### src/rtl/core/gtg_pkg.sv
package gtg_pkg;

    localparam int POS_W      = 16;
    localparam int HEAD_W     = 15;
    localparam int DELTA_W    = 17;
    localparam int XY_W       = 28;
    localparam int Z_W        = 20;
    localparam int VAL_W      = 34;
    localparam int DIST_W     = 17;
    localparam int SQRT_STEPS = 17;
    localparam int ANG_FRAC   = 16;
    localparam int GUARD_SH   = 8;
    localparam int ATAN_IDX_W = 5;
    localparam int CFG_W      = 16;
    localparam int CFG_IDX_W  = 2;
    localparam int SPEED_W    = 16;
    localparam int TURN_W     = 15;
    localparam int ERR_W      = 24;
    localparam int FRONT_ST   = 3;
    localparam int BACK_ST    = 3;

    localparam logic signed [Z_W-1:0] PI_Q16   = Z_W'(205887);
    localparam logic [TURN_W-1:0]     TURN_SAT = '1;

    localparam logic [CFG_IDX_W-1:0] REG_GOAL_X      = 2'd0;
    localparam logic [CFG_IDX_W-1:0] REG_GOAL_Y      = 2'd1;
    localparam logic [CFG_IDX_W-1:0] REG_SPEED_GAIN  = 2'd2;
    localparam logic [CFG_IDX_W-1:0] REG_SPEED_LIMIT = 2'd3;

    typedef struct packed {
        logic signed [XY_W-1:0]   x;
        logic signed [XY_W-1:0]   y;
        logic signed [Z_W-1:0]    z;
        logic [VAL_W-1:0]         rem;
        logic [DIST_W-1:0]        root;
        logic signed [HEAD_W-1:0] heading;
    } cell_data_t;

    function automatic logic signed [Z_W-1:0] atan_q16(input logic [ATAN_IDX_W-1:0] idx);
        logic signed [Z_W-1:0] a;
        case (idx)
            5'd0:    a = Z_W'(51472);
            5'd1:    a = Z_W'(30385);
            5'd2:    a = Z_W'(16055);
            5'd3:    a = Z_W'(8150);
            5'd4:    a = Z_W'(4091);
            5'd5:    a = Z_W'(2047);
            5'd6:    a = Z_W'(1024);
            5'd7:    a = Z_W'(512);
            5'd8:    a = Z_W'(256);
            5'd9:    a = Z_W'(128);
            5'd10:   a = Z_W'(64);
            5'd11:   a = Z_W'(32);
            5'd12:   a = Z_W'(16);
            5'd13:   a = Z_W'(8);
            5'd14:   a = Z_W'(4);
            5'd15:   a = Z_W'(2);
            5'd16:   a = Z_W'(1);
            default: a = '0;
        endcase
        return a;
    endfunction

endpackage

### src/rtl/core/gtg_cell.sv
module gtg_cell #(
    parameter int CELL_IDX = 0,
    parameter bit ROT_EN   = 1'b1,
    parameter bit SQRT_EN  = 1'b1
) (
    input  logic                aclk,
    input  logic                aresetn,
    input  logic                en,
    input  logic                in_valid,
    input  gtg_pkg::cell_data_t in_data,
    output logic                out_valid,
    output gtg_pkg::cell_data_t out_data
);
    import gtg_pkg::*;

    localparam int SQ_B    = SQRT_EN ? (SQRT_STEPS - 1 - CELL_IDX) : 0;
    localparam int TRIAL_W = VAL_W + 1;

    logic                   valid_reg;
    cell_data_t             data_reg, data_next;
    logic signed [XY_W-1:0] xs, ys;
    logic signed [Z_W-1:0]  ang;
    logic [TRIAL_W-1:0]     trial;

    assign xs    = in_data.x >>> CELL_IDX;
    assign ys    = in_data.y >>> CELL_IDX;
    assign ang   = atan_q16(ATAN_IDX_W'(CELL_IDX));
    assign trial = (TRIAL_W'(in_data.root) << (SQ_B + 1)) | (TRIAL_W'(1) << (2 * SQ_B));

    always_comb begin
        data_next = in_data;
        if (ROT_EN) begin
            if (in_data.y > 0) begin
                data_next.x = in_data.x + ys;
                data_next.y = in_data.y - xs;
                data_next.z = in_data.z + ang;
            end else begin
                data_next.x = in_data.x - ys;
                data_next.y = in_data.y + xs;
                data_next.z = in_data.z - ang;
            end
        end
        if (SQRT_EN) begin
            if ({1'b0, in_data.rem} >= trial) begin
                data_next.rem  = in_data.rem - trial[VAL_W-1:0];
                data_next.root = in_data.root | (DIST_W'(1) << SQ_B);
            end
        end
    end

    always_ff @(posedge aclk) begin
        if (!aresetn) begin
            valid_reg <= 1'b0;
        end else if (en) begin
            valid_reg <= in_valid;
        end
    end

    always_ff @(posedge aclk) begin
        if (en) begin
            data_reg <= data_next;
        end
    end

    assign out_valid = valid_reg;
    assign out_data  = data_reg;

endmodule

### config.mk
export PLATFORM = sky130hd
export DESIGN_NAME = gtg_cell
export DESIGN_NICKNAME = d
export VERILOG_FILES = /design/src/rtl/core/gtg_pkg.sv /design/src/rtl/core/gtg_cell.sv
export SDC_FILE = /design/constraint.sdc
export NUM_CORES = 1
export LEC_CHECK = 0
export BUFFER_PORTS_ARGS = -buffer_cell sky130_fd_sc_hd__buf_2
export CAP_MARGIN = 20
export CELL_PAD_IN_SITES_DETAIL_PLACEMENT = 0
export CELL_PAD_IN_SITES_GLOBAL_PLACEMENT = 1
export CORE_MARGIN = 10
export CORE_UTILIZATION = 26
export CTS_BUF_LIST = sky130_fd_sc_hd__clkbuf_4 sky130_fd_sc_hd__clkbuf_8 sky130_fd_sc_hd__clkbuf_16
export DETAILED_ROUTE_END_ITERATION = 12
export PLACE_DENSITY_LB_ADDON = 0.1
export SLEW_MARGIN = 25
export SYNTH_ARGS = -nofsm -noshare
export SYNTH_HDL_FRONTEND = slang
export SYNTH_SLANG_ARGS = --single-unit
### constraint.sdc
create_clock -name aclk -period 7 [get_ports aclk]
set_input_delay 0.7 -clock aclk [delete_from_list [all_inputs] [get_ports aclk]]
set_output_delay 0.7 -clock aclk [all_outputs]
set_load 0.02 [all_outputs]
Yosys cells after proc, flatten, opt, wreduce, memory -nomap -nowiden
Index checks and enable logic that the tools add are counted.
Word-level totals
  flip-flop bits (word level): 143
  input port bits: 146
  output and inout bits: 143
Cells by class
  $add $sub $neg: 6
  $lt $le $gt $ge: 2
  mux-type cells: 2
Operators with widths (number)
  $mux W76: 1
  $sub A28 B28 Y28: 2
  $mux W51: 1
  $ge A34 B34 Y1: 1
  $sub A34 B34 Y34: 1
  $add A28 B28 Y28: 1
  $gt A28 B1 Y1 const B: 1
  $add A20 B17 Y20 const B: 1
  $sub A20 B17 Y20 const B: 1

Longest topological paths before layout
  word-level depth: 2
  mapped depth: 17
  gate-level depth less buffers: 15

Worst setup path before layout
No wires, ideal clock.
  path type: input-to-reg
  start: in in_data[91] (netlist bit)
  end: reg data_reg (netlist bit out_data[85]), data pin
  arrival time: 3.927 ns
  required time: 6.740 ns
  setup slack: 2.813 ns
  cell stages on the path: 17
  path buffers: 3
  cell sequence: nor4_1 nand4_1 nor2_1 or2_2 buf_2 buf_2 buf_1 ha_1 a21oi_1 nor2b_1 o31a_1 nand2b_1 o221ai_1 a21oi_1 or4_1 a31oi_1 xnor2_1
RTL lines
  start, declared: line gtg_cell.sv:10  | input gtg_pkg::cell_data_t in_data,
  end signal, assigned: line gtg_cell.sv:61  | data_reg <= data_next;
  end, declared: line gtg_cell.sv:20  | cell_data_t data_reg, data_next;

==> results.md <==
* Die Wd at 220.2 um
* Worst-path cell chain: buf_2 > nor4_1 > nand4_1 > nor2_1 > or2_2 > clkinv_1 > ha_1 > o21a_1 > o31a_1 > nand2b_1 > o221ai_1 > a21oi_1 > or4_1 > a31oi_1 > xnor2_1
* Worst Path Arrival at 4710 ps
* Critical Path RT at 7200 ps
* Worst path slowest cell: nor4_1
* Sequential area share after synthesis at 40.81%
* Total track usage at 15.43%
* Critical path capture point type: register
* Dpl hpwl at 31.09 mm
* Hold Violations, Final at 0
* Congestion Overflow GR at 0
* Share of layout cells above drive strength 1 at 26.48%
* Fin Hold WS at 423.1 ps
* F_max at 221.8 MHz
* Placer congestion estimate at 0.8406
* Largest area contributor in the netlist: edfxtp_1
* Psw at 1.032 mW
* Clock Tree Buf Depth at 2
* YS warnings at 0
* Worst setup path class: input pin to register
* Avg Cell Area, Syn at 9.816 um2
* Drt initial violations at 595
* Main synth FF type: edfxtp_1
* Num rows at 73
* Antenna violations before repair at 3
* Max Cap Viol at 0
* Post-route clock period utilization at 64.42%
* Final Max Tran Viols at 0
* DIE HEIGHT at 220.2 um
* Clock skew at 0 ps
* Sw frac at 34.33%
* Post-synth EDFFs at 141
* Status: finished clean
* Yosys cell types at 78
* Int Power at 1.975 mW
* Worst IR Drop VDD at 0.1432 mV
* CP Max Fanout at 23
* Slew margin rel. at 34.77%
* Post-synth ARST share at 0%
* Post-CTS Hold Buffers at 0
* CTS buffer count at 17
* Fillers at 4235
* RSZ-0062 raised after global routing: false
* Syn nets at 1324
* Total negative slack at 0 ps
* Root Buffer Master: clkbuf_16
* Met2 wire len at 17.87 mm
* Pre-Repair DR Iteration Count at 5
* Number of gates resized after cts at 0
* DRC at 0
* CTS clk-pin slew, worst paths at 60 ps
* # H-tree levels at 4
* Top cells by area, synth: edfxtp_1, ha_1, a21oi_1, xnor2_1, inv_1
* Final setup viols at 0
* Wl on met1 at 17.45 mm
* # port buffers at 288
* Post-synth top area share at 40.61%
* Vias per inst at 4.680
* Largest net degree at the start of global routing at 76
* Die Footprint at 48510 um2
* Via count at 8771
* Mapped Cells at 1062
* CTS tree: built
* Core region area at 39730 um2
* Post-route ant nets at 0
* First-pass GRT wire length at 57.01 mm
* Leakage power at 5.732 nW
* Startpoint types: input pin
* Drt total wl at 38.14 mm
* Vias in the first global route at 9128
* Clk Latency, worst-skew pair at 440 ps
* Routed wl met3 at 2.132 mm
* Max layer used: met5
* Crit-path max cell delay at 630 ps
* Register share of total power at 36.9%
* P&R area growth vs syn at 24.62%
* Nets at 1597
* Drt wl/cell at 20.35 um
* Ports at 289
* Worst-Margin Slew at 978.5 ps
* Power per standard cell area at 231.5 nW/um2
* Initial Util at 26.24%
* Fin crit period at 4510 ps
* Comb power frac at 30.8%
* Mapped Area at 10420 um2
* Synth Register Bits at 142
* Clock share of power at 32.3%
* Clk sink count at 142
* Class of the worst hold path: input pin to register
* Setup bufs post-CTS at 0
[per-layer routing]
metal / vias to the layer above / global-route usage, %
met4: 2 / 5.227
met1: 4133 / 19.85
met2: 251 / 25.40
li1: 4357 / -
met3: 28 / 3.073
met5: - / 0
[power by group through the flow]
stage                     sequential [mW]  combinational (mW)  clock (mW)
after floorplan                      1.27               0.446           0
after global placement               1.13               0.944           0
after detailed placement             1.13               0.936           0
after CTS                            1.11               0.940        1.01
after global routing                 1.12                1.02        1.04
final                                1.11               0.927       0.970
[cell families (layout without fill, tap and decap cells)]
kind of cell / Yosys count / count (layout) / share of synthesized area [%]
muxes: 14 / 14 / 1.392
other: 0 / 1 / 0
and+or+nand+nor: 248 / 248 / 11.25
AOI/OAI and AO/OA: 314 / 314 / 19.62
buffers and inverters: 147 / 433 / 5.773
xor gates and xnor gates: 81 / 81 / 6.877
adders and majority gates: 116 / 116 / 14.28
DFF: 142 / 142 / 40.81
[final timing paths]
path / from / endpoint / slack (ps) / cells past startpoint
setup / recovery: in_data[87] / out_data[85]$_DFFE_PP_ / 2490 / 15
hold / removal: in_data[4] / out_data[4]$_DFFE_PP_ / 420 / 1
setup reg to reg: out_valid$_SDFFE_PN0P_ / out_valid$_SDFFE_PN0P_ / 6410 / 2
hold reg to reg: out_valid$_SDFFE_PN0P_ / out_valid$_SDFFE_PN0P_ / 530 / 2
[cells in the mapped netlist, types with 12 or more instances]
| master | count |
|---|---|
| xor2_1 | 21 |
| nand2_1 | 60 |
| a21o_1 | 20 |
| o21ai_0 | 59 |
| o21a_1 | 15 |
| edfxtp_1 | 141 |
| nand2b_1 | 12 |
| inv_1 | 104 |
| xnor2_1 | 59 |
| nand3_1 | 13 |
| buf_2 | 12 |
| o21bai_1 | 18 |
| ha_1 | 111 |
| nor2_1 | 90 |
| nor3_1 | 14 |
| nor2b_1 | 13 |
| clkbuf_1 | 13 |
| a21oi_1 | 117 |
[layout make-up]
type / count / area, um2 / area share, %
Antenna cell: 1 / 2.502 / 0.01926
Clock buffer: 18 / 432.9 / 3.332
Clock inverter: 14 / 183.9 / 1.416
Inverter: 109 / 414.1 / 3.188
Multi-Input combinational cell: 773 / 5569 / 42.87
Sequential cell: 142 / 4254 / 32.75
Tap cell: 525 / 656.9 / 5.056
Timing Repair Buffer: 292 / 1478 / 11.37
[registers in the layout, indices dropped and copies added, names as in the netlist]
signal and count:
out_data 141, out_valid 1
[layout by cell type (no fill, tap or decap), types with 12 or more instances in the layout]
cell type and instances:
buf_2 287, edfxtp_1 141, a21oi_1 117, ha_1 111, inv_1 104, nor2_1 90, nand2_1 60, xnor2_1 59
o21ai_0 59, xor2_1 21, a21o_1 20, o21bai_1 18, clkbuf_16 17, o21a_1 15, nor3_1 14, nand3_1 13
nor2b_1 13, nand2b_1 12
[critical path, delay by kind of cell]
kind            cells  cell delay, ps
compound gates      5             870
xor+xnor            1              90
fa+ha+maj           1             380
buf+inv             2             430
simple gates        6            2210
[metrics by stage]
step | utilization [%] | power [mW] | setup slack (ps) | instance area (um2) | cells
3_3_place_gp | 31.14 | 2.072 | 1874 | 12370 | 1841
2_1_floorplan | - | 1.714 | 2813 | 10430 | 1062
4_1_cts | 32.69 | 3.062 | 2313 | 12990 | 1873
5_1_grt | 32.69 | 3.183 | 1996 | 12990 | 1873
6_report | 32.70 | 3.007 | 2490 | 12990 | 1874
3_5_place_dp | 31.14 | 2.066 | 1832 | 12370 | 1841
Power figures use the tool's default switching activity.
