$ cat src/rtl/core/gtg_pkg.sv
package gtg_pkg;

    localparam int POS_W      = 16;
    localparam int HEAD_W     = 15;
    localparam int DELTA_W    = 17;
    localparam int XY_W       = 28;
    localparam int Z_W        = 20;
    localparam int VAL_W      = 34;
    localparam int DIST_W     = 17;
    localparam int SQRT_STEPS = 17;
    localparam int ANG_FRAC   = 16;
    localparam int GUARD_SH   = 8;
    localparam int ATAN_IDX_W = 5;
    localparam int CFG_W      = 16;
    localparam int CFG_IDX_W  = 2;
    localparam int SPEED_W    = 16;
    localparam int TURN_W     = 15;
    localparam int ERR_W      = 24;
    localparam int FRONT_ST   = 3;
    localparam int BACK_ST    = 3;

    localparam logic signed [Z_W-1:0] PI_Q16   = Z_W'(205887);
    localparam logic [TURN_W-1:0]     TURN_SAT = '1;

    localparam logic [CFG_IDX_W-1:0] REG_GOAL_X      = 2'd0;
    localparam logic [CFG_IDX_W-1:0] REG_GOAL_Y      = 2'd1;
    localparam logic [CFG_IDX_W-1:0] REG_SPEED_GAIN  = 2'd2;
    localparam logic [CFG_IDX_W-1:0] REG_SPEED_LIMIT = 2'd3;

    typedef struct packed {
        logic signed [XY_W-1:0]   x;
        logic signed [XY_W-1:0]   y;
        logic signed [Z_W-1:0]    z;
        logic [VAL_W-1:0]         rem;
        logic [DIST_W-1:0]        root;
        logic signed [HEAD_W-1:0] heading;
    } cell_data_t;

    function automatic logic signed [Z_W-1:0] atan_q16(input logic [ATAN_IDX_W-1:0] idx);
        logic signed [Z_W-1:0] a;
        case (idx)
            5'd0:    a = Z_W'(51472);
            5'd1:    a = Z_W'(30385);
            5'd2:    a = Z_W'(16055);
            5'd3:    a = Z_W'(8150);
            5'd4:    a = Z_W'(4091);
            5'd5:    a = Z_W'(2047);
            5'd6:    a = Z_W'(1024);
            5'd7:    a = Z_W'(512);
            5'd8:    a = Z_W'(256);
            5'd9:    a = Z_W'(128);
            5'd10:   a = Z_W'(64);
            5'd11:   a = Z_W'(32);
            5'd12:   a = Z_W'(16);
            5'd13:   a = Z_W'(8);
            5'd14:   a = Z_W'(4);
            5'd15:   a = Z_W'(2);
            5'd16:   a = Z_W'(1);
            default: a = '0;
        endcase
        return a;
    endfunction

endpackage

$ cat src/rtl/core/gtg_front.sv
module gtg_front (
    input  logic                              aclk,
    input  logic                              aresetn,
    input  logic                              in_valid,
    input  logic [gtg_pkg::FRONT_ST-1:0]      en,
    input  logic [gtg_pkg::POS_W-1:0]         goal_x,
    input  logic [gtg_pkg::POS_W-1:0]         goal_y,
    input  logic [gtg_pkg::POS_W-1:0]         pose_x,
    input  logic [gtg_pkg::POS_W-1:0]         pose_y,
    input  logic signed [gtg_pkg::HEAD_W-1:0] pose_heading,
    output logic [gtg_pkg::FRONT_ST-1:0]      valid_out,
    output gtg_pkg::cell_data_t               out_data
);
    import gtg_pkg::*;

    logic [FRONT_ST-1:0]       valid_reg;
    logic [FRONT_ST-1:0]       valid_next;
    logic signed [DELTA_W-1:0] dx_reg, dy_reg;
    logic signed [DELTA_W-1:0] dx_next, dy_next;
    logic signed [HEAD_W-1:0]  head1_reg, head2_reg;
    logic [VAL_W-1:0]          sqx_reg, sqy_reg;
    logic [VAL_W-1:0]          sqx_next, sqy_next;
    logic signed [VAL_W-1:0]   sqx_s, sqy_s;
    logic signed [XY_W-1:0]    x2_reg, y2_reg;
    logic signed [XY_W-1:0]    x2_next, y2_next;
    logic signed [XY_W-1:0]    xg, yg;
    logic signed [Z_W-1:0]     z2_reg, z2_next;
    cell_data_t                data_reg, data_next;

    always_comb begin
        valid_next[0] = in_valid;
        for (int k = 1; k < FRONT_ST; k++) begin
            valid_next[k] = valid_reg[k-1];
        end
    end

    assign dx_next = $signed({1'b0, goal_x}) - $signed({1'b0, pose_x});
    assign dy_next = $signed({1'b0, goal_y}) - $signed({1'b0, pose_y});

    assign sqx_s    = dx_reg * dx_reg;
    assign sqy_s    = dy_reg * dy_reg;
    assign sqx_next = $unsigned(sqx_s);
    assign sqy_next = $unsigned(sqy_s);

    always_comb begin
        xg = XY_W'(dx_reg) <<< GUARD_SH;
        yg = XY_W'(dy_reg) <<< GUARD_SH;
        if (dx_reg < 0) begin
            z2_next = (dy_reg >= 0) ? PI_Q16 : -PI_Q16;
            x2_next = -xg;
            y2_next = -yg;
        end else begin
            z2_next = '0;
            x2_next = xg;
            y2_next = yg;
        end
    end

    always_comb begin
        data_next.x       = x2_reg;
        data_next.y       = y2_reg;
        data_next.z       = z2_reg;
        data_next.rem     = sqx_reg + sqy_reg;
        data_next.root    = '0;
        data_next.heading = head2_reg;
    end

    always_ff @(posedge aclk) begin
        if (!aresetn) begin
            valid_reg <= '0;
        end else begin
            for (int k = 0; k < FRONT_ST; k++) begin
                if (en[k]) begin
                    valid_reg[k] <= valid_next[k];
                end
            end
        end
    end

    always_ff @(posedge aclk) begin
        if (en[0]) begin
            dx_reg    <= dx_next;
            dy_reg    <= dy_next;
            head1_reg <= pose_heading;
        end
        if (en[1]) begin
            sqx_reg   <= sqx_next;
            sqy_reg   <= sqy_next;
            x2_reg    <= x2_next;
            y2_reg    <= y2_next;
            z2_reg    <= z2_next;
            head2_reg <= head1_reg;
        end
        if (en[2]) begin
            data_reg <= data_next;
        end
    end

    assign valid_out = valid_reg;
    assign out_data  = data_reg;

endmodule

$ cat config.mk
export PLATFORM = sky130hd
export DESIGN_NAME = gtg_front
export DESIGN_NICKNAME = d
export VERILOG_FILES = /design/src/rtl/core/gtg_pkg.sv /design/src/rtl/core/gtg_front.sv
export SDC_FILE = /design/constraint.sdc
export NUM_CORES = 2
export LEC_CHECK = 0
export ABC_AREA = 1
export BUFFER_PORTS_ARGS = -buffer_cell sky130_fd_sc_hd__buf_2
export CORE_MARGIN = 5
export CORE_UTILIZATION = 46
export DETAILED_ROUTE_END_ITERATION = 16
export HOLD_SLACK_MARGIN = 0.05
export PLACE_DENSITY = 0.7
export SLEW_MARGIN = 30
export SYNTH_ARGS = -nofsm -noshare
export SYNTH_HDL_FRONTEND = slang
export SYNTH_SLANG_ARGS = --single-unit
$ cat constraint.sdc
create_clock -name aclk -period 5.55 [get_ports aclk]
set_input_delay 0.8325 -clock aclk [delete_from_list [all_inputs] [get_ports aclk]]
set_output_delay 0.8325 -clock aclk [all_outputs]
set_load 0.01 [all_outputs]
# == Yosys cells after proc, flatten, opt, wreduce, memory -nomap -nowiden ==
# Index checks and enable logic that the tools add are counted.
# word_totals
regBits,336
latchBits,0
mem_bits_rw,0
romBits,0
out_inout_bits,145
memories,0
# classes
addsub,5
n_mul,2
div,0
n_lt_le_gt_ge,2
n_eq_ne,0
n_shift,0
n_mux,3
n_bitwise,0
n_reduce_logical,0
# op_table
op,n
$mul 17x17->34,2
$mux 28,2
$neg 25->28,2
$add 34x34->34,1
$sub 16x16->17,2
$mux 20,1
$ge 17x1->1 const B,1
$lt 17x1->1 const B,1

# == Logic depth before layout (Yosys ltp) ==
# depth
depth_word,2
ltp_mapped,28

# == Least setup slack after synthesis ==
# No wires, ideal clock.
# synth_timing
kind,reg-to-reg
start,register dx_reg[16]
end,"register sqx_reg[25], data pin"
t_arrival_ns,5.574
t_required_ns,5.290
path_slack_ns,-0.284
path_stages_with_launch,21
n_path_buf,2
cell_sequence,edfxtp_1 > buf_2 > buf_1 > nand2_1 > inv_1 > fa_1 > fa_1 > fa_1 > fa_1 > fa_1 > inv_1 > fa_1 > inv_1 > ha_1 > nand2_2 > inv_1 > nand2_1 > and2_1 > nand2_1 > nand3b_1 > xor2_1
# synth_between
elab_chain_cells,1
# synth_rtl
item,line_no,text
start: declaration,gtg_front.sv:18,"logic signed [DELTA_W-1:0] dx_reg, dy_reg;"
start signal: assignment,gtg_front.sv:82,dx_reg <= dx_next;
$mul 17x17->34,gtg_front.sv:40,assign sqx_s = dx_reg * dx_reg;
via sqx_next[25],gtg_front.sv:22,"logic [VAL_W-1:0] sqx_next, sqy_next;"
end signal: assignment,gtg_front.sv:87,sqx_reg <= sqx_next;
end: declaration,gtg_front.sv:21,"logic [VAL_W-1:0] sqx_reg, sqy_reg;"
# The timed path passes the listed nets, and every way through them passes these cells.
# A chain may end at the register's enable or synchronous reset.

# == Final worst setup path ==
# layout_timing
start,register dy_reg[16]
end,"register sqy_reg[32], data pin"
# layout_between
elab_chain_cells,1
# layout_rtl
item,line_no,text
start: declaration,gtg_front.sv:18,
start signal: assignment,gtg_front.sv:83,dy_reg <= dy_next;
$mul 17x17->34,gtg_front.sv:41,assign sqy_s = dy_reg * dy_reg;
via sqy_next[32],gtg_front.sv:22,
end signal: assignment,gtg_front.sv:88,sqy_reg <= sqy_next;
end: declaration,gtg_front.sv:21,
# The timed path passes the listed nets, and every way through them passes these cells.

==> results.json <==
{
  "finalNetCount": 5248,
  "crit_chain": "buf_6 > buf_8 > nand2_4 > fa_1 > inv_2 > fa_2 > buf_12 > fa_2 > fa_1 > inv_1 > fa_1 > inv_2 > fa_1 > ha_4 > a21oi_2 > buf_4 > o21a_1 > nand2_1 > a21oi_2 > nand2_1 > nand2_1 > nand2_1",
  "drt-total-wl_um": 86900,
  "antenna_found_initial": 1,
  "arrival_ns": 5.87,
  "cp_slowest_cell": "fa_2",
  "relSlewSlack_pct": 39.9,
  "tns_ns": 0,
  "fin_crit_ns": 5.52,
  "synth_area_leaders": "fa_1 31%, edfxtp_1 23%, inv_1 11%, nand2_1 9.8%, ha_1 9.3%",
  "hold_violations": 0,
  "fin_ws_ns": 0.0341,
  "syn_avg_cell_area_sq_um": 8.76,
  "synth_area_leader_cell": "fa_1",
  "setup_viol": 0,
  "die_height_um": 286,
  "die-area_sq_um": 81600,
  "r2r_end": "sqy_reg[32]$_DFFE_PP_",
  "track_usage_pct": 20.9,
  "r2r-start": "dy_reg[16]$_DFFE_PP_",
  "end_kind": "flip-flop",
  "vias": 26400,
  "ys_seq_area_share_pct": 22.8,
  "maxCapViolations": 0,
  "slew_violations": 0,
  "tightest_slew_ns": 0.901,
  "vias_per_cell": 4.92,
  "synth_seq_cells": 266,
  "yosysMostFrequentCell": "inv_1",
  "drt-pass1-iter-count": 6,
  "grt_pass1_vias": 27400,
  "drc": 0,
  "syn2layout_area_growth_pct": 17.7,
  "antenna_cells": 0,
  "gr-total-overflow": 0,
  "status": "complete, no violations",
  "portBuffers": 196,
  "crit_path_end": "sqy_reg[32]$_DFFE_PP_",
  "ant_nets": 0,
  "clk_pin_slew_ns": 0.07,
  "synth_warnings": 0,
  "required_ns": 5.90,
  "synth_top_area_share_pct": 30.6,
  "multi_input_area_sq_um": 23600,
  "largest_reg_flops": 92,
  "synth-main-ff-cell": "edfxtp_1",
  "clock_latency_ns": 0.60,
  "synth-edff-count": 263,
  "drt-initial-drc-count": 1761,
  "rsz0062_at_grt": "true",
  "ctsLongestPathBuffers": 3,
  "syn_inst": 3988,
  "place_ws_ns": -0.198,
  "postCtsHoldBufs": 0,
  "finalCritPeriodShare_pct": 99.4,
  "synth_cell_types": 48,
  "num_rows": 101,
  "numCtsBuffers": 30,
  "cts_root_buffer": "clkbuf_16",
  "core_region_area_sq_um": 75700,
  "syn_area_sq_um": 35000,
  "clock.fmax_ghz": 0.181,
  "startpoint": "dy_reg[16]$_DFFE_PP_",
  "pin_count": 230,
  "cp_slowest_stage_delay_ns": 0.64,
  "finClkSkew_ns": 0.0330,
  "nFillCells": 6642,
  "grt_pass1_wl_um": 139000,
  "post_route_cells_drive_above_1_share_pct": 19.8,
  "regArea_sq_um": 7960,
  "hold_path_class": "reg2reg",
  "synthArstFlopShare_pct": 0,
  "timing.hold.ws_ns": 0.394,
  "grt_max_degree": 76,
  "clock-sinks": 266,
  "cp-start-kind": "flip-flop",
  "die_w_um": 286,
  "r2r_slack_ns": 0.03,
  "initial_core_util_pct": 46.2,
  "crit_type": "reg2reg",
  "gp_congestion": 0.939,
  "path_max_fanout": 8,
  "hpwlAfterDp_um": 70600,
  "ys_top_cells_by_count": "1058 x inv_1, 914 x nand2_1, 534 x fa_1",
  "worst_r2r_path_depth": 22,
  "wl_per_cell_um": 16.2,
  "htreeDepth": 1,
  "cts_tree": "yes"
}
-- layer usage --
layer,vias to the layer above,track usage (%),share of wire [%]
li1,12600,-,-
met1,12900,28.9,44
met2,726,35.7,48
met3,150,2.52,5.3
met4,2,4.75,2.7
met5,-,0,0.015
-- worst min path at each step --
stage                                         end  depth (start not counted)                   start
after global routing       head1_reg[0]$_DFFE_PP_                          1         pose_heading[0]
after detailed placement   head2_reg[2]$_DFFE_PP_                          0  head1_reg[2]$_DFFE_PP_
after CTS                  head1_reg[0]$_DFFE_PP_                          1         pose_heading[0]
after global placement      out_data[9]$_DFFE_PP_                          0  head2_reg[9]$_DFFE_PP_
after floorplan            head2_reg[0]$_DFFE_PP_                          0  head1_reg[0]$_DFFE_PP_
final                     out_data[127]$_DFFE_PP_                          0    x2_reg[13]$_DFFE_PP_
-- worst max-delay path, delay by kind of cell (launching register included) --
family / cells / cell delay, ns
fa+ha+maj: 7 / 3.43
buf+inv: 7 / 0.68
flops: 1 / 0.46
compound gates: 3 / 0.41
simple gates: 5 / 0.30
-- per-stage QoR --
step	cells	util [%]	instance area [sq um]
floorplan	4021	-	35100
global placement	5268	50.6	38300
detailed placement	5268	50.6	38300
CTS	5330	52.2	39500
global route	5369	54.3	41100
finish	5369	54.3	41100
-- what timing repair did --
action / CTS / global route
pin swaps: 3 / 89
resized for setup: 30 / 324
gates cloned: 0 / 5
buffers inserted: 8 / 34
endpoints found under the setup margin: 25 / 42
-- kinds of logic (layout without fill, tap and decap cells) --
group           after synthesis  in the layout  synth area share (%)
other cells                   1             34                0.0107
simple gates               1350           1350                  16.4
xor+xnor                    132            132                  3.31
fa+ha+maj                   794            794                  39.9
compound gates              238            238                  3.90
buf+inv                    1207           1577                  13.7
flops                       266            266                  22.8
-- cells in the final DEF, fill, tap and decap left out, types with 15 or more instances in the layout --
cell type  count
a21oi_2       36
a21oi_1       88
nor2_2        33
nor2_4        22
inv_1       1026
edfxtp_1     263
buf_4        198
conb_1        34
clkbuf_16     33
nand2_4       17
xor2_1       106
nand2_2       84
nand3_1      121
fa_2          21
nand4_1       31
inv_2         50
buf_2        196
fa_1         513
ha_4          39
o21ai_0       37
buf_6         17
ha_1         213
nor3_2        15
xnor2_1       25
buf_12        27
nand2_1      843
o21bai_1      26
nor2_1       128
-- layout make-up --
class | count | area share, %
Clock buffer | 31 | 1.83
Clock inverter | 23 | 0.499
Inverter | 1081 | 9.89
Multi-Input combinational cell | 2548 | 57.5
Sequential cell | 266 | 19.3
Tap cell | 978 | 2.97
Timing Repair Buffer | 442 | 8.00
Power is not shown: default switching activity piles up to over one toggle a cycle in this logic, so the estimate is an artifact.
