### src/rtl/core/gtg_pkg.sv
package gtg_pkg;

    localparam int POS_W      = 16;
    localparam int HEAD_W     = 15;
    localparam int DELTA_W    = 17;
    localparam int XY_W       = 28;
    localparam int Z_W        = 20;
    localparam int VAL_W      = 34;
    localparam int DIST_W     = 17;
    localparam int SQRT_STEPS = 17;
    localparam int ANG_FRAC   = 16;
    localparam int GUARD_SH   = 8;
    localparam int ATAN_IDX_W = 5;
    localparam int CFG_W      = 16;
    localparam int CFG_IDX_W  = 2;
    localparam int SPEED_W    = 16;
    localparam int TURN_W     = 15;
    localparam int ERR_W      = 24;
    localparam int FRONT_ST   = 3;
    localparam int BACK_ST    = 3;

    localparam logic signed [Z_W-1:0] PI_Q16   = Z_W'(205887);
    localparam logic [TURN_W-1:0]     TURN_SAT = '1;

    localparam logic [CFG_IDX_W-1:0] REG_GOAL_X      = 2'd0;
    localparam logic [CFG_IDX_W-1:0] REG_GOAL_Y      = 2'd1;
    localparam logic [CFG_IDX_W-1:0] REG_SPEED_GAIN  = 2'd2;
    localparam logic [CFG_IDX_W-1:0] REG_SPEED_LIMIT = 2'd3;

    typedef struct packed {
        logic signed [XY_W-1:0]   x;
        logic signed [XY_W-1:0]   y;
        logic signed [Z_W-1:0]    z;
        logic [VAL_W-1:0]         rem;
        logic [DIST_W-1:0]        root;
        logic signed [HEAD_W-1:0] heading;
    } cell_data_t;

    function automatic logic signed [Z_W-1:0] atan_q16(input logic [ATAN_IDX_W-1:0] idx);
        logic signed [Z_W-1:0] a;
        case (idx)
            5'd0:    a = Z_W'(51472);
            5'd1:    a = Z_W'(30385);
            5'd2:    a = Z_W'(16055);
            5'd3:    a = Z_W'(8150);
            5'd4:    a = Z_W'(4091);
            5'd5:    a = Z_W'(2047);
            5'd6:    a = Z_W'(1024);
            5'd7:    a = Z_W'(512);
            5'd8:    a = Z_W'(256);
            5'd9:    a = Z_W'(128);
            5'd10:   a = Z_W'(64);
            5'd11:   a = Z_W'(32);
            5'd12:   a = Z_W'(16);
            5'd13:   a = Z_W'(8);
            5'd14:   a = Z_W'(4);
            5'd15:   a = Z_W'(2);
            5'd16:   a = Z_W'(1);
            default: a = '0;
        endcase
        return a;
    endfunction

endpackage

### src/rtl/core/gtg_back.sv
module gtg_back #(
    parameter int FRAC_BITS = 12
) (
    input  logic                          aclk,
    input  logic                          aresetn,
    input  logic                          in_valid,
    input  logic [gtg_pkg::BACK_ST-1:0]   en,
    input  gtg_pkg::cell_data_t           in_data,
    input  logic [gtg_pkg::CFG_W-1:0]     speed_gain,
    input  logic [gtg_pkg::CFG_W-1:0]     speed_limit,
    output logic [gtg_pkg::BACK_ST-1:0]   valid_out,
    output logic [gtg_pkg::SPEED_W-1:0]   linear_speed,
    output logic [gtg_pkg::TURN_W-1:0]    turn_rate
);
    import gtg_pkg::*;

    localparam int ERR_SH   = ANG_FRAC - FRAC_BITS;
    localparam int ERR_RND  = (ERR_SH == 0) ? 0 : (1 << (ERR_SH - 1));
    localparam int DIST_MIN = ((1 << FRAC_BITS) + 5) / 10;
    localparam int TURN_MIN = ((2 << FRAC_BITS) + 5) / 10;
    localparam int PROD_W   = CFG_W + DIST_W;
    localparam int SPD_HALF = 1 << (FRAC_BITS - 1);

    logic [BACK_ST-1:0]      valid_reg, valid_next;
    logic [DIST_W-1:0]       dist_reg, dist_next;
    logic signed [ERR_W-1:0] err_reg, err_next, err16;
    logic                    near_reg, near_next;
    logic                    spin_reg, spin_next;
    logic [TURN_W-1:0]       tval_reg, tval_next;
    logic [ERR_W-1:0]        aerr;
    logic [PROD_W-1:0]       prod_reg, prod_next;
    logic [PROD_W:0]         spd_sum, spd;
    logic [SPEED_W-1:0]      speed_reg, speed_next;
    logic [TURN_W-1:0]       turn_reg, turn_next;

    always_comb begin
        valid_next[0] = in_valid;
        for (int k = 1; k < BACK_ST; k++) begin
            valid_next[k] = valid_reg[k-1];
        end
    end

    assign dist_next = in_data.root +
        DIST_W'(in_data.rem > VAL_W'(in_data.root));
    assign err16     = ERR_W'(in_data.z) - (ERR_W'(in_data.heading) <<< ERR_SH);
    assign err_next  = (err16 + ERR_W'(ERR_RND)) >>> ERR_SH;

    assign aerr      = (err_reg < 0) ? $unsigned(-err_reg) : $unsigned(err_reg);
    assign near_next = (dist_reg <= DIST_W'(DIST_MIN));
    assign spin_next = (aerr > ERR_W'(TURN_MIN));
    assign tval_next = (aerr > ERR_W'(TURN_SAT)) ? TURN_SAT : aerr[TURN_W-1:0];
    assign prod_next = PROD_W'(speed_gain) * PROD_W'(dist_reg);

    always_comb begin
        spd_sum = {1'b0, prod_reg} + (PROD_W + 1)'(SPD_HALF);
        spd     = spd_sum >> FRAC_BITS;
        if (near_reg || spin_reg) begin
            speed_next = '0;
        end else if (spd > (PROD_W + 1)'(speed_limit)) begin
            speed_next = speed_limit;
        end else begin
            speed_next = spd[SPEED_W-1:0];
        end
        turn_next = (!near_reg && spin_reg) ? tval_reg : '0;
    end

    always_ff @(posedge aclk) begin
        if (!aresetn) begin
            valid_reg <= '0;
        end else begin
            for (int k = 0; k < BACK_ST; k++) begin
                if (en[k]) begin
                    valid_reg[k] <= valid_next[k];
                end
            end
        end
    end

    always_ff @(posedge aclk) begin
        if (en[0]) begin
            dist_reg <= dist_next;
            err_reg  <= err_next;
        end
        if (en[1]) begin
            near_reg <= near_next;
            spin_reg <= spin_next;
            tval_reg <= tval_next;
            prod_reg <= prod_next;
        end
        if (en[2]) begin
            speed_reg <= speed_next;
            turn_reg  <= turn_next;
        end
    end

    assign valid_out    = valid_reg;
    assign linear_speed = speed_reg;
    assign turn_rate    = turn_reg;

endmodule

### config.mk
export PLATFORM = sky130hd
export DESIGN_NAME = gtg_back
export DESIGN_NICKNAME = d
export VERILOG_FILES = /design/src/rtl/core/gtg_pkg.sv /design/src/rtl/core/gtg_back.sv
export SDC_FILE = /design/constraint.sdc
export NUM_CORES = 1
export LEC_CHECK = 0
export ABC_AREA = 1
export ABC_CLOCK_PERIOD_IN_PS = 9100
export BUFFER_PORTS_ARGS = -buffer_cell sky130_fd_sc_hd__buf_4
export CAP_MARGIN = 20
export CORE_MARGIN = 1
export CORE_UTILIZATION = 60
export DETAILED_ROUTE_END_ITERATION = 16
export GPL_TIMING_DRIVEN = 0
export PLACE_DENSITY = 0.79
export SLEW_MARGIN = 20
export SYNTH_ARGS = -nofsm -noshare
export SYNTH_HDL_FRONTEND = slang
export SYNTH_SLANG_ARGS = --single-unit
### constraint.sdc
create_clock -name aclk -period 9.1 [get_ports aclk]
set_input_delay 2.275 -clock aclk [delete_from_list [all_inputs] [get_ports aclk]]
set_output_delay 2.275 -clock aclk [all_outputs]
set_load 0.05 [all_outputs]
Yosys cells after proc, flatten, opt, wreduce, memory -nomap -nowiden --
Cells that the tools add are included.
Word-level totals: register bits after elaboration 119, bits of input ports 180
Cells by class: multiplexer cells 2, $add $sub $neg 5, $mul 1, order comparisons 6, reductions and logical operators 3
Operator list (count):
- $add 33x12->34 const B | 1
- $gt 34x17->1 | 1
- $mul 16x17->33 | 1
- $gt 24x10->1 const B | 1
- $gt 24x15->1 const B | 1
- $mux 24 | 1
- $neg 18->24 | 1
- $add 21x5->22 const B | 1
- $gt 22x16->1 | 1
- $sub 20x19->21 | 1
- $lt 18x1->1 const B | 1
- $add 17x1->17 | 1
- $le 17x9->1 const B | 1
- $mux 16 | 1
- $logic_and 1x1->1 | 1
- $logic_not 1->1 | 1
- $logic_or 1x1->1 | 1

Depth between registers and ports, before layout --
depth in word-level cells 3, gate-level depth with buffers 27

Worst setup path after synthesis --
Ideal clock, no wire load.
path kind input -> register, start point input speed_gain[9] (netlist bit), end point register prod_reg[25], data pin, arrival time 7298 ps, slack 1549 ps, required time 8848 ps, setup time 252 ps, stages 23, buffers on the path 2, path through clkbuf_1 clkbuf_1 nand2_1 fa_1 inv_1 fa_1 inv_1 fa_1 inv_1 fa_1 fa_1 inv_1 fa_1 inv_1 ha_1 a21oi_1 nor2_1 nor2_1 nand2_1 a211oi_1 nand2_1 nand2_1 nand2_1
On the way: longest elaborated chain between the ends 1
Ends and longest elaborated chain:
- from (decl) | RTL line gtg_back.sv:9 | input logic [gtg_pkg::CFG_W-1:0] speed_gain,
- $mul 16x17->33 | RTL line gtg_back.sv:52 | assign prod_next = PROD_W'(speed_gain) * PROD_W'(dist_reg);
- net prod_next[25] | RTL line gtg_back.sv:31 | logic [PROD_W-1:0] prod_reg, prod_next;
- to (signal assigned) | RTL line gtg_back.sv:88 | prod_reg <= prod_next;
- to (decl) | RTL line gtg_back.sv:31
The timed path passes the listed nets, and every way through them passes these cells. A chain may end at the register's enable or synchronous reset.

Final worst setup path --
start point input speed_gain[8] (netlist bit), end point register prod_reg[29], data pin
The elaborated chain is that of the path after synthesis.

==> flow_summary.toml <==
[global_route]
grt_pass1_vias = 14645
grt_antenna_before_repair = 0
grt_busiest_layer = "met2"
grt_util_met1_pct = 37.9
grt_overflow_total = 0
track_usage_pct = 30.2
grt_max_degree = 42
grt_pass1_wl_um = 68600
grt.met3_usage_pct = 4.51
grtUsageMet2_pct = 53.2

[synth]
synth_nets = 2735
synth_edf_count = 105
synth_flop_cell = "edfxtp_1"
synth.distinct_cells = 44
yosysTopAreaCell = "fa_1"
synth_seq_cells = 108
async_flop_share_pct = 0
synth_area_mm2 = 0.0169
synth_top_area_share_pct = 24.5
ys_warn_count = 0
yosysSeqAreaShare_pct = 19.0
synthCells = 2174
avgSynthCellArea_um2 = 7.78
synth_area_leaders = "fa_1 24%, edfxtp_1 19%, ha_1 13%"

[layout]
antenna_cells = 0
fillers = 2430
nNetsFinal = 2886
drive_gt1_share_pct = 9.14
largest_reg_flops = 22
synthToLayoutAreaGrowth_pct = 10.9

[timing]
finalMaxSlewViolations = 0
max_slew_margin_pct = 49.8
finClkSkew_ns = 0.0247
hold_viol_final = 0
timing.final.crit_period_ns = 8.34
period_share_pct = 91.6
fmax_mhz = 120
rsz0062_at_grt = "no"
setup_violations = 0
setup_tns_ns = 0
tightest_slew_ns = 0.753

[critical_path]
path_class = "in2reg"
startpoint_type = "input port"
crit_arrival_ns = 8.43
critPathCapture = "prod_reg[29]"
end_kind = "flip-flop"
crit_path_start = "speed_gain[8]"
reg2reg_depth = 21
rrSetupSlack_ns = 2.31
slowest_stage = "fa_1"
r2r_end = "prod_reg[30]"
r2r_start = "dist_reg[1]"
crit_path_frequent_cell = "fa_1"
crit_buf_inv = 7
cpLargestDelayFamily = "adder cells"
cp_max_fo = 10
path_cells = "clkbuf_1, clkbuf_1, nand2_1, fa_1, inv_1, fa_1, inv_1, fa_1, inv_1, fa_1, fa_1, inv_1, fa_1, inv_1, ha_1, a21oi_1, nor2_1, nor2_1, o21ai_0, a21oi_1, nand2_1, nand2_1, nand2_1"
slowest_delay_ns = 0.58
cp.depth = 23
required_ns = 9.19

[clocking]
cts.repair.resized = 0
cts_sinks = 108
htree_levels = 3
cts_tree = "done"
worstSkewPairLatency_ns = 0.36
cts_setup_buffers = 0
clk_pin_slew_ns = 0.08
cts_buffers = 9
cts_hold_buf = 0
clockBufferDepth = 2
cts_root_buffer = "clkbuf_16"

[detailed_routing]
dr.pass1.iters = 7
ant_nets = 0
drcViolationCount = 0
first_iter_violations = 826
drt-vias-per-instance = 5.22
drt_wl_total_um = 40500
wl_per_cell_um = 15.0
via_count = 14132

[die]
design.die.area_mm2 = 0.0289
boundaryPins = 214
num_rows = 61
fp.coreArea_mm2 = 0.0278
die_h_um = 170
dieWidth_um = 170
start_util_pct = 60.9

[worst_hold_path]
holdCritPathClass = "reg2reg"

[run_status]
status = "completed"

[run]
max_cap_violations = 0

[placed_design]
gp_congestion = 0.965
io_buffer_count = 140
hpwlAfterDp_um = 34400
[metal layers]
| layer | share of wire (%) | vias up |
|---|---|---|
| met5 | 0 | - |
| met4 | 3.0 | 0 |
| met3 | 6.9 | 81 |
| met2 | 49 | 504 |
| met1 | 42 | 6684 |
| li1 | - | 6863 |
[metrics by stage]
| step | utilization [%] | setup slack (ns) | instance area [um^2] | cells | hold slack (ns) |
|---|---|---|---|---|---|
| 2_1_floorplan | - | 1.55 | 16900 | 2174 | 0.509 |
| 3_3_place_gp | 66.4 | 0.523 | 18400 | 2692 | 0.448 |
| 3_5_place_dp | 66.4 | 0.512 | 18400 | 2692 | 0.465 |
| 4_1_cts | 67.5 | 0.874 | 18800 | 2708 | 0.473 |
| 5_1_grt | 67.5 | 0.430 | 18800 | 2708 | 0.506 |
| 6_report | 67.5 | 0.762 | 18800 | 2708 | 0.473 |
[cells in the final DEF, fill, tap and decap left out, types with 2 or more instances in the layout]
cell / n
inv_6: 2
o211ai_1: 4
nor2_1: 114
fa_1: 207
edfxtp_1: 105
o21a_1: 4
buf_2: 4
xnor2_1: 14
nor3_1: 23
nand2_2: 14
a21boi_0: 2
nor2_2: 13
a21o_1: 12
o31ai_1: 2
nand4_1: 29
inv_2: 14
a211oi_1: 5
o21bai_1: 11
o21ai_1: 2
clkbuf_1: 68
or2_2: 2
nand3_1: 55
a21oi_1: 74
xor2_1: 57
nor2_4: 4
nand2_1: 535
o21ai_0: 44
buf_4: 140
ha_1: 174
inv_1: 546
dfxtp_1: 3
clkinv_8: 3
clkbuf_16: 9
nor4_1: 17
a31oi_1: 3
[how the worst min path moves through the flow]
stage | slack (ns) | start | endpoint | cells after the start
global route | 0.51 | valid_out[1] | valid_out[2] | 2
finish | 0.47 | valid_out[1] | valid_out[2] | 2
CTS | 0.47 | valid_out[1] | valid_out[2] | 2
detailed placement | 0.47 | valid_out[1] | valid_out[2] | 2
global placement | 0.45 | valid_out[1] | valid_out[2] | 2
floorplan | 0.51 | err_reg[0] | tval_reg[0] | 2
[Yosys cell counts (2+ instances only)]
library cell	number
buf_2	4
nor4_1	17
or2_2	2
fa_1	207
ha_1	174
a21o_1	12
inv_2	14
o21ai_1	2
o21ai_0	44
a21boi_0	2
xor2_1	57
xnor2_1	14
nand3_1	55
nor2_2	13
a211oi_1	5
clkbuf_1	68
o21a_1	4
nor3_1	23
o21bai_1	11
nand2_2	14
a31oi_1	3
nand2_1	535
nor2_1	114
inv_1	546
dfxtp_1	3
o31ai_1	2
a21oi_1	74
o211ai_1	4
edfxtp_1	105
nor2_4	4
nand4_1	29
[worst min-delay path, cell delays in order (launching register included)]
cell and delay [ns]:
dfxtp_1 0.33, inv_1 0.05, a21oi_1 0.05
[final cells by class]
class,instances,area [um^2],area share (%)
Sequential cell,108,3210,17.1
Clock buffer,9,225,1.20
Inverter,560,2100,11.2
Clock inverter,7,91.3,0.487
Tap cell,378,473,2.52
Multi-Input combinational cell,1433,11300,60.3
Timing Repair Buffer,140,1050,5.60
Buffer,73,287,1.53
[cell families after synthesis]
kind of cell / after synthesis / share of synthesized area (%)
buffers and inverters: 633 / 14.1
DFF: 108 / 19.0
xor gates and xnor gates: 71 / 3.67
AOI/OAI and AO/OA: 166 / 5.58
adders and majority gates: 381 / 37.4
and+or+nand+nor: 815 / 20.3
Power is not shown: default switching activity piles up to over one toggle a cycle in this logic, so the estimate is an artifact.
